`config.mk`:
```
export PLATFORM = sky130hd
export DESIGN_NAME = utf8_to_ascii_sanitizer_core
export DESIGN_NICKNAME = d
export VERILOG_FILES = /design/src/sv/u2a_pkg.sv /design/src/sv/utf8_to_ascii_sanitizer_core.sv /design/src/sv/u2a_front.sv /design/src/sv/u2a_queue.sv /design/src/sv/u2a_back.sv
export SDC_FILE = /design/constraint.sdc
export NUM_CORES = 1
export LEC_CHECK = 0
export CELL_PAD_IN_SITES_DETAIL_PLACEMENT = 0
export CELL_PAD_IN_SITES_GLOBAL_PLACEMENT = 1
export CORE_AREA = 2 2 93 95
export DETAILED_ROUTE_END_ITERATION = 12
export DIE_AREA = 0 0 95 97
export DONT_BUFFER_PORTS = 1
export HOLD_SLACK_MARGIN = 0.15
export PLACE_DENSITY_LB_ADDON = 0.3
export SYNTH_ARGS = -nofsm -noshare
export SYNTH_HDL_FRONTEND = slang
export SYNTH_SLANG_ARGS = --single-unit
```
`constraint.sdc`:
```
create_clock -name clk -period 5.99 [get_ports clk]
set_input_delay 0.599 -clock clk [delete_from_list [all_inputs] [get_ports clk]]
set_output_delay 0.599 -clock clk [all_outputs]
set_load 0.03 [all_outputs]
```
`src/sv/u2a_pkg.sv`:
```
`timescale 1ns / 1ps
// Shared types, constants and the code point map for the UTF-8 to ASCII sanitiser.
package u2a_pkg;

  // Output buffer size; a piece stops starting characters at BUFFER_BYTES-4
  localparam int BUFFER_BYTES = 80;
  localparam int CHAR_LIMIT   = BUFFER_BYTES - 4;
  // Count never exceeds BUFFER_BYTES-2
  localparam int CNT_W        = $clog2(BUFFER_BYTES - 1);

  // Decode phases
  localparam logic [1:0] PH_IDLE    = 2'd0;
  localparam logic [1:0] PH_TWO     = 2'd1;
  localparam logic [1:0] PH_THREE_A = 2'd2;
  localparam logic [1:0] PH_THREE_B = 2'd3;

  // Job kinds passed from front to back
  localparam logic [1:0] JOB_NONE = 2'd0;
  localparam logic [1:0] JOB_CHAR = 2'd1;
  localparam logic [1:0] JOB_DOTS = 2'd2;
  localparam logic [1:0] JOB_MARK = 2'd3;

  // Index of the final dot of an ellipsis
  localparam logic [1:0] DOTS_LAST = 2'd2;

  // Job queue geometry
  localparam int QDEPTH = 4;
  localparam int QAW    = $clog2(QDEPTH);

  localparam logic [6:0] CH_QUOTE  = 7'h27;
  localparam logic [6:0] CH_DQUOTE = 7'h22;
  localparam logic [6:0] CH_DASH   = 7'h2D;
  localparam logic [6:0] CH_DOT    = 7'h2E;

  typedef struct packed {
    logic [1:0] kind;
    logic [6:0] ch;
    logic       last;
  } job_t;

  typedef struct packed {
    logic full;
    logic empty;
  } q_status_t;

  typedef struct packed {
    logic [1:0] kind;
    logic [6:0] ch;
  } map_t;

  // Map a decoded code point onto its ASCII replacement
  function automatic map_t map_cp(input logic [15:0] cp);
    map_t m;
    m.kind = JOB_NONE;
    m.ch   = 7'd0;
    unique case (cp)
      16'h2018, 16'h2019: begin
        m.kind = JOB_CHAR;
        m.ch   = CH_QUOTE;
      end
      16'h201C, 16'h201D: begin
        m.kind = JOB_CHAR;
        m.ch   = CH_DQUOTE;
      end
      16'h2013, 16'h2014: begin
        m.kind = JOB_CHAR;
        m.ch   = CH_DASH;
      end
      16'h2026: begin
        m.kind = JOB_DOTS;
        m.ch   = CH_DOT;
      end
      default: begin
        m.kind = JOB_NONE;
        m.ch   = 7'd0;
      end
    endcase
    return m;
  endfunction

endpackage

```
`src/sv/utf8_to_ascii_sanitizer_core.sv`:
```
`timescale 1ns / 1ps
// Top level of the UTF-8 to ASCII sanitiser: front, job queue and back end.
//
//   Channel | Handshake             | Payload
//   --------+-----------------------+----------------------------------------------
//   in_     | in_valid / in_stall   | in_text_byte[7:0], in_piece_end
//   out_    | out_valid / out_stall | out_ascii_char[6:0], out_has_char, out_chunk_end
//
// One input word is taken per cycle while the four-entry job queue has room.
// Each result word is built from the job at the queue head and held in the output
// register; an ellipsis stays at the queue head until its three dots have been sent.
// A job passes through the job queue and then the output register. Reset is synchronous,
// active low, and empties the queue and the output register.
// in_stall is raised only when the queue is full; out_stall holds the result.
module utf8_to_ascii_sanitizer_core import u2a_pkg::*; (
  input  logic       clk,
  input  logic       rst_n,
  input  logic       in_valid,
  output logic       in_stall,
  input  logic [7:0] in_text_byte,
  input  logic       in_piece_end,
  output logic       out_valid,
  input  logic       out_stall,
  output logic [6:0] out_ascii_char,
  output logic       out_has_char,
  output logic       out_chunk_end
);

  logic      push;
  logic      pop;
  job_t      job;
  job_t      head;
  q_status_t q_status;

  assign in_stall = q_status.full;

  // Decode input words into jobs
  u2a_front u_front (
    .clk       (clk),
    .rst_n     (rst_n),
    .in_valid  (in_valid),
    .q_full    (q_status.full),
    .text_byte (in_text_byte),
    .piece_end (in_piece_end),
    .push      (push),
    .job       (job)
  );

  // Buffer jobs between the two halves
  u2a_queue u_queue (
    .clk    (clk),
    .rst_n  (rst_n),
    .push   (push),
    .wr_job (job),
    .pop    (pop),
    .head   (head),
    .status (q_status)
  );

  // Expand jobs into result words
  u2a_back u_back (
    .clk        (clk),
    .rst_n      (rst_n),
    .head       (head),
    .status     (q_status),
    .out_stall  (out_stall),
    .pop        (pop),
    .out_valid  (out_valid),
    .ascii_char (out_ascii_char),
    .has_char   (out_has_char),
    .chunk_end  (out_chunk_end)
  );

`ifndef ASSERT_OFF
  // A bare marker word is always an end with a zero character
  a_marker_form: assert property (@(posedge clk) disable iff (!rst_n)
    (out_valid && !out_has_char) |-> (out_chunk_end && (out_ascii_char == 7'd0)))
    else $error("bare marker without chunk_end or with nonzero character");

  // A character word never carries a zero character
  a_char_nonzero: assert property (@(posedge clk) disable iff (!rst_n)
    (out_valid && out_has_char) |-> (out_ascii_char != 7'd0))
    else $error("character word with zero character");

  // The queue cannot be both full and empty
  a_queue_status: assert property (@(posedge clk) disable iff (!rst_n)
    !(q_status.full && q_status.empty))
    else $error("job queue reports full and empty together");

  // Reset leaves no result pending
  a_reset_clear: assert property (@(posedge clk)
    !rst_n |=> !out_valid)
    else $error("result valid right after reset");
`endif

endmodule

```
`src/sv/u2a_front.sv`:
```
`timescale 1ns / 1ps
// Front end: accepts input words, runs the UTF-8 decoder and emits jobs.
module u2a_front import u2a_pkg::*; (
  input  logic       clk,
  input  logic       rst_n,
  input  logic       in_valid,
  input  logic       q_full,
  input  logic [7:0] text_byte,
  input  logic       piece_end,
  output logic       push,
  output job_t       job
);

  logic [1:0]       phase_r, phase_nxt;
  logic [9:0]       part_r, part_nxt;
  logic [CNT_W-1:0] cnt_r, cnt_nxt, cnt_sum;
  logic             accept;
  logic             handled;
  logic             printable;
  logic [15:0]      cp;
  map_t             mapped;
  logic [1:0]       nchars;

  assign accept    = in_valid && !q_full;
  assign cp        = {part_r, text_byte[5:0]};
  assign mapped    = map_cp(cp);
  assign printable = (text_byte == 8'd10) || (text_byte == 8'd9) ||
                     ((text_byte >= 8'd32) && (text_byte < 8'd127));

  // Decode one word and work out the job it causes
  always_comb begin
    phase_nxt = phase_r;
    part_nxt  = part_r;
    handled   = 1'b0;
    job.kind  = JOB_NONE;
    job.ch    = 7'd0;
    job.last  = 1'b0;
    if (cnt_r < CNT_W'(CHAR_LIMIT)) begin
      if (phase_r != PH_IDLE) begin
        if (text_byte[7:6] == 2'b10) begin
          handled = 1'b1;
          if (phase_r == PH_THREE_A) begin
            part_nxt  = {part_r[3:0], text_byte[5:0]};
            phase_nxt = PH_THREE_B;
          end else begin
            part_nxt  = 10'd0;
            phase_nxt = PH_IDLE;
            job.kind  = mapped.kind;
            job.ch    = mapped.ch;
          end
        end else begin
          // Broken sequence: drop the lead, treat the word as fresh
          part_nxt  = 10'd0;
          phase_nxt = PH_IDLE;
        end
      end
      if (!handled) begin
        priority if (printable) begin
          job.kind = JOB_CHAR;
          job.ch   = text_byte[6:0];
        end else if (text_byte[7:5] == 3'b110) begin
          part_nxt  = {5'd0, text_byte[4:0]};
          phase_nxt = PH_TWO;
        end else if (text_byte[7:4] == 4'b1110) begin
          part_nxt  = {6'd0, text_byte[3:0]};
          phase_nxt = PH_THREE_A;
        end else begin
          part_nxt  = part_nxt;
        end
      end
    end

    unique case (job.kind)
      JOB_CHAR: nchars = 2'd1;
      JOB_DOTS: nchars = 2'd3;
      default:  nchars = 2'd0;
    endcase
    cnt_sum = cnt_r + CNT_W'(nchars);
    cnt_nxt = cnt_sum;

    // End of piece: mark the end if the piece holds any characters and return to reset state
    if (piece_end) begin
      if (cnt_sum != '0) begin
        job.last = 1'b1;
        if (job.kind == JOB_NONE) begin
          job.kind = JOB_MARK;
          job.ch   = 7'd0;
        end
      end
      phase_nxt = PH_IDLE;
      part_nxt  = 10'd0;
      cnt_nxt   = '0;
    end
  end

  assign push = accept && (job.kind != JOB_NONE);

  // Advance decoder state on each accepted word
  always_ff @(posedge clk) begin
    if (!rst_n) begin
      phase_r <= PH_IDLE;
      part_r  <= 10'd0;
      cnt_r   <= '0;
    end else if (accept) begin
      phase_r <= phase_nxt;
      part_r  <= part_nxt;
      cnt_r   <= cnt_nxt;
    end
  end

endmodule

```
`src/sv/u2a_queue.sv`:
```
`timescale 1ns / 1ps
// Short job queue between the decoder front and the output back end.
module u2a_queue import u2a_pkg::*; (
  input  logic      clk,
  input  logic      rst_n,
  input  logic      push,
  input  job_t      wr_job,
  input  logic      pop,
  output job_t      head,
  output q_status_t status
);

  job_t           store_r [QDEPTH];
  logic [QAW-1:0] wr_ptr_r, rd_ptr_r;
  logic [QAW:0]   cnt_r;
  logic           do_push, do_pop;

  assign status.full  = (cnt_r == (QAW+1)'(QDEPTH));
  assign status.empty = (cnt_r == '0);
  assign do_push      = push && !status.full;
  assign do_pop       = pop && !status.empty;
  assign head         = store_r[rd_ptr_r];

  // Write entries
  always_ff @(posedge clk) begin
    if (do_push) begin
      store_r[wr_ptr_r] <= wr_job;
    end
  end

  // Advance pointers and fill count
  always_ff @(posedge clk) begin
    if (!rst_n) begin
      wr_ptr_r <= '0;
      rd_ptr_r <= '0;
      cnt_r    <= '0;
    end else begin
      if (do_push) begin
        wr_ptr_r <= wr_ptr_r + 1'b1;
      end
      if (do_pop) begin
        rd_ptr_r <= rd_ptr_r + 1'b1;
      end
      if (do_push && !do_pop) begin
        cnt_r <= cnt_r + 1'b1;
      end else if (do_pop && !do_push) begin
        cnt_r <= cnt_r - 1'b1;
      end
    end
  end

endmodule

```
`src/sv/u2a_back.sv`:
```
`timescale 1ns / 1ps
// Back end: expands queued jobs into result words through an output register.
module u2a_back import u2a_pkg::*; (
  input  logic       clk,
  input  logic       rst_n,
  input  job_t       head,
  input  q_status_t  status,
  input  logic       out_stall,
  output logic       pop,
  output logic       out_valid,
  output logic [6:0] ascii_char,
  output logic       has_char,
  output logic       chunk_end
);

  logic       valid_r, valid_nxt;
  logic [6:0] ch_r, ch_nxt;
  logic       has_r, has_nxt;
  logic       end_r, end_nxt;
  logic [1:0] sub_r, sub_nxt;
  logic       load;
  logic       fin;

  assign load = !valid_r || !out_stall;
  assign fin  = (head.kind != JOB_DOTS) || (sub_r == DOTS_LAST);

  // Build the next result word from the queue head
  always_comb begin
    valid_nxt = valid_r;
    ch_nxt    = ch_r;
    has_nxt   = has_r;
    end_nxt   = end_r;
    sub_nxt   = sub_r;
    pop       = 1'b0;
    if (load) begin
      valid_nxt = !status.empty;
      if (!status.empty) begin
        unique case (head.kind)
          JOB_MARK: ch_nxt = 7'd0;
          JOB_DOTS: ch_nxt = CH_DOT;
          default:  ch_nxt = head.ch;
        endcase
        has_nxt = (head.kind != JOB_MARK);
        end_nxt = head.last && fin;
        pop     = fin;
        sub_nxt = fin ? 2'd0 : sub_r + 2'd1;
      end
    end
  end

  // Hold the result until taken
  always_ff @(posedge clk) begin
    if (!rst_n) begin
      valid_r <= 1'b0;
      sub_r   <= 2'd0;
    end else begin
      valid_r <= valid_nxt;
      sub_r   <= sub_nxt;
    end
  end

  always_ff @(posedge clk) begin
    ch_r  <= ch_nxt;
    has_r <= has_nxt;
    end_r <= end_nxt;
  end

  assign out_valid  = valid_r;
  assign ascii_char = ch_r;
  assign has_char   = has_r;
  assign chunk_end  = end_r;

endmodule
```
==> flow_summary.toml <==
[finish]
insertedDiodeCount = 0
filler_cells = 712
multi_input_comb_area_um2 = 1730
nets = 363
post_layout_nonfiller_instances = 447
layout.cells.most_common_list = "edfxtp_1, nor2b_1, dfxtp_1, nand2_1, a21oi_1"
drive_above_1_share_pct = 10.53
final_common_cell = "edfxtp_1"
sequential_cell_area_um2 = 2092
layout-area-overhead-vs-synth_pct = 6.086

[worst_setup_path]
critical_path_buf_inv_count = 2
r2r_setup_slack_ns = 0.78
timing.critical_path.fanout_max = 10
startpoint_type_of_the_worst_setup_path = "register"
crit_path_max_incr_delay_ns = 0.58
crit_required_ns = 6.26
rr_startpoint = "u_front.cnt_r[2]$_SDFFE_PN0P_"
worst_path_dominant_cell_family = "simple AND/OR/NAND/NOR gates"
worst_path_max_delay_cell = "or4_4"
r2r-end = "u_queue.cnt_r[2]$_SDFFE_PN0P_"
critPathLaunch = "u_front.cnt_r[2]$_SDFFE_PN0P_"
worst_ep_arrival_time_ns = 5.48
worstRegToRegCells = 17
crit_cells = 17
setup.worst_path.end_class = "register"
critical-path-top-cell-by-count = "ha_1"
worstSetupPathType = "register to register"
endpoint = "u_queue.cnt_r[2]$_SDFFE_PN0P_"
cp_cell_sequence = "and2_4 > o31a_1 > or4_4 > ha_1 > inv_1 > ha_1 > fa_1 > or2_2 > nor4b_1 > a21oi_1 > a311oi_4 > ha_1 > inv_1 > fa_1 > xor2_1 > or3_1 > a21boi_0"

[yosys]
yosysWarningCount = 0
syn-cell-area_um2 = 3968
synth_enable_flop_cells = 49
avgSynthCellArea_um2 = 11.60
synth.yosys.seq_area_share_pct = 52.73
synthesis.nets = 368
post_synthesis_register_bit_count = 80
syn_inst = 342
synth_cell_type_count = 54
synth_flop_cell = "edfxtp_1"
post_synthesis_cell_type_with_the_largest_combined_area = "edfxtp_1"
ys_top_cells_by_area = "edfxtp_1, dfxtp_1, mux4_2"
yosys.area.top_type_share_pct = 37.09
async_flop_share_pct = 0

[worst_hold_path]
class_of_the_tightest_hold_or_removal_check = "input pin to register"

[clock_tree]
ctsHtreeMaxLevel = 3
cts.repair.resized = 0
number_of_clock_sinks = 80
post_cts.repair.setup_buffers = 0
cts_root_buf = "clkbuf_8"
numCtsBuffers = 9
clkTransAtPathRegs_ns = 0.09
clkLatencyLatePin_ns = 0.35
clock_tree_from_tritoncts = "yes"
postCtsHoldBufs = 0
clock_tree_buf_depth = 2

[power_and_ir_drop]
leakage_uw = 0.001449
cellPowerDensity_nw_per_um2 = 344.4
vdd_ir_drop_max_mv = 0.1439
totalPowerFinal_uw = 1449

[job]
timing.max_cap.violations = 0

[timing]
hold_viol_final = 0
fin_tns_setup_ns = 0
fin_crit_ns = 5.208
report.final.slew_viol_count = 0
max_frequency_mhz = 192.0
finalSetupViolCount = 0
slew_headroom_pct = 36.85
final.period_utilization_pct = 86.95
worst_slew_pin_slew_ns = 0.9451
rsz0062_at_grt = "no"
clock_skew_ns = 0.01065

[routing]
dr.pass1.iters = 6
postRouteAntennaNets = 0
detail_route.wl_per_cell_um = 15.86
avgViaCountPerCell = 5.566
drt-initial-drc-count = 164
drc_errors = 0
dr_total_vias = 2488
routed_wire_length_um = 7090

[die]
floorplan.initialDensity_pct = 48.78
top_level_ports = 24
chipWidth_um = 95
die_area_um2 = 9215
coreArea_um2 = 8134
die-height_um = 97
placementRows = 33

[placed_design]
routabilityCongestion = 0.8108
placedCellCount = 431
hpwlAfterDp_um = 4979
port_buffers = 0

[grt]
grt_usage_pct = 16.62
grt_antenna_before_repair = 0
pin_count_of_the_biggest_net_entering_global_routing = 33
grt_pass1_wl_um = 11940
number_of_global_route_vias_before_repair = 2408
global_route.overflow_total = 0

[run_status]
status = "complete, no violations"
[sequential cells by signal, summed over array words and instances, names as in the netlist, named ones only]
| name | count |
|---|---|
| u_back.out_valid | 1 |
| u_front.phase_r | 2 |
| u_queue.wr_ptr_r | 2 |
| u_back.has_char | 1 |
| u_front.cnt_r | 7 |
| u_front.part_r | 10 |
| u_queue.store_r | 40 |
| u_queue.cnt_r | 3 |
| u_back.ascii_char | 7 |
| u_queue.rd_ptr_r | 2 |
| u_back.chunk_end | 1 |
| u_back.sub_r | 2 |
[worst reg2reg max path: cells and delay by family (launching register included)]
family,cells,cell delay [ns]
adders and majority gates,5,1.59
AOI/OAI and AO/OA,4,1.08
DFF,1,0.40
buffers and inverters,2,0.10
xor gates and xnor gates,1,0.16
and+or+nand+nor,5,1.81
[per-layer routing]
metal  part of all wire [%]  GRT usage [%]  routed length, µm  vias to the layer above
li1                       -              -                  -                     1240
met1                     44          21.58               3144                     1194
met2                     51          27.39               3628                       44
met3                    2.9          3.738                209                       10
met4                    1.5          5.351                107                        0
met5                      0              0                  0                        -
[stage by stage]
step                hold slack (ns)  setup WS [ns]  instance area, µm²  utilization (%)
detailed placement           0.4462         0.7217                4014            49.35
finish                       0.3760         0.7819                4209            51.75
global route                 0.3538         0.4099                4209            51.75
global placement             0.4342         0.8849                4014            49.35
floorplan                    0.4262         0.9465                3968                -
CTS                          0.3609         0.7631                4209            51.75
[Yosys cell counts, drive strengths merged, types with 5 or more instances]
master and number:
dfxtp 31, nand2 24, a21oi 18, mux4 10, nand3 9, clkbuf 9, xnor2 5, edfxtp 49
nor2b 31, buf 8, a21boi 5, inv 14, nor3b 7, ha 11, a22oi 11, o21ai 20
nor3 10, and2 15, nor2 8
[worst min-delay path by stage]
stage,from,end,depth (start not counted)
after floorplan,u_front.part_r[7]$_SDFFE_PN0P_,u_front.part_r[7]$_SDFFE_PN0P_,2
after global placement,u_front.part_r[7]$_SDFFE_PN0P_,u_front.part_r[7]$_SDFFE_PN0P_,2
after detailed placement,u_front.part_r[7]$_SDFFE_PN0P_,u_front.part_r[7]$_SDFFE_PN0P_,2
after CTS,rst_n,u_front.cnt_r[2]$_SDFFE_PN0P_,1
after global routing,rst_n,u_front.cnt_r[2]$_SDFFE_PN0P_,1
final,rst_n,u_front.cnt_r[2]$_SDFFE_PN0P_,1
[layout make-up]
cell class,count,area share (%)
inverter,14,1.249
timing repair buffer,1,0.1784
multi-input combinational,231,41.11
sequential,80,49.70
clock buffer,9,2.943
tap,105,3.121
clock inverter,7,1.694
[cells by family after synthesis]
| group | Yosys count | synth area share (%) |
|---|---|---|
| AOI/OAI and AO/OA | 73 | 12.77 |
| xor gates and xnor gates | 6 | 1.324 |
| DFF | 80 | 52.73 |
| and+or+nand+nor | 125 | 18.35 |
| adders and majority gates | 13 | 4.478 |
| muxes | 14 | 6.686 |
| buffers and inverters | 31 | 3.658 |
[power by group]
group | total, µW | internal, µW | switching [µW]
clock network | 387 | 192 | 195
logic | 263 | 126 | 137
registers | 799 | 679 | 120
total | 1450 | 997 | 452
Power figures use the tool's default switching activity.
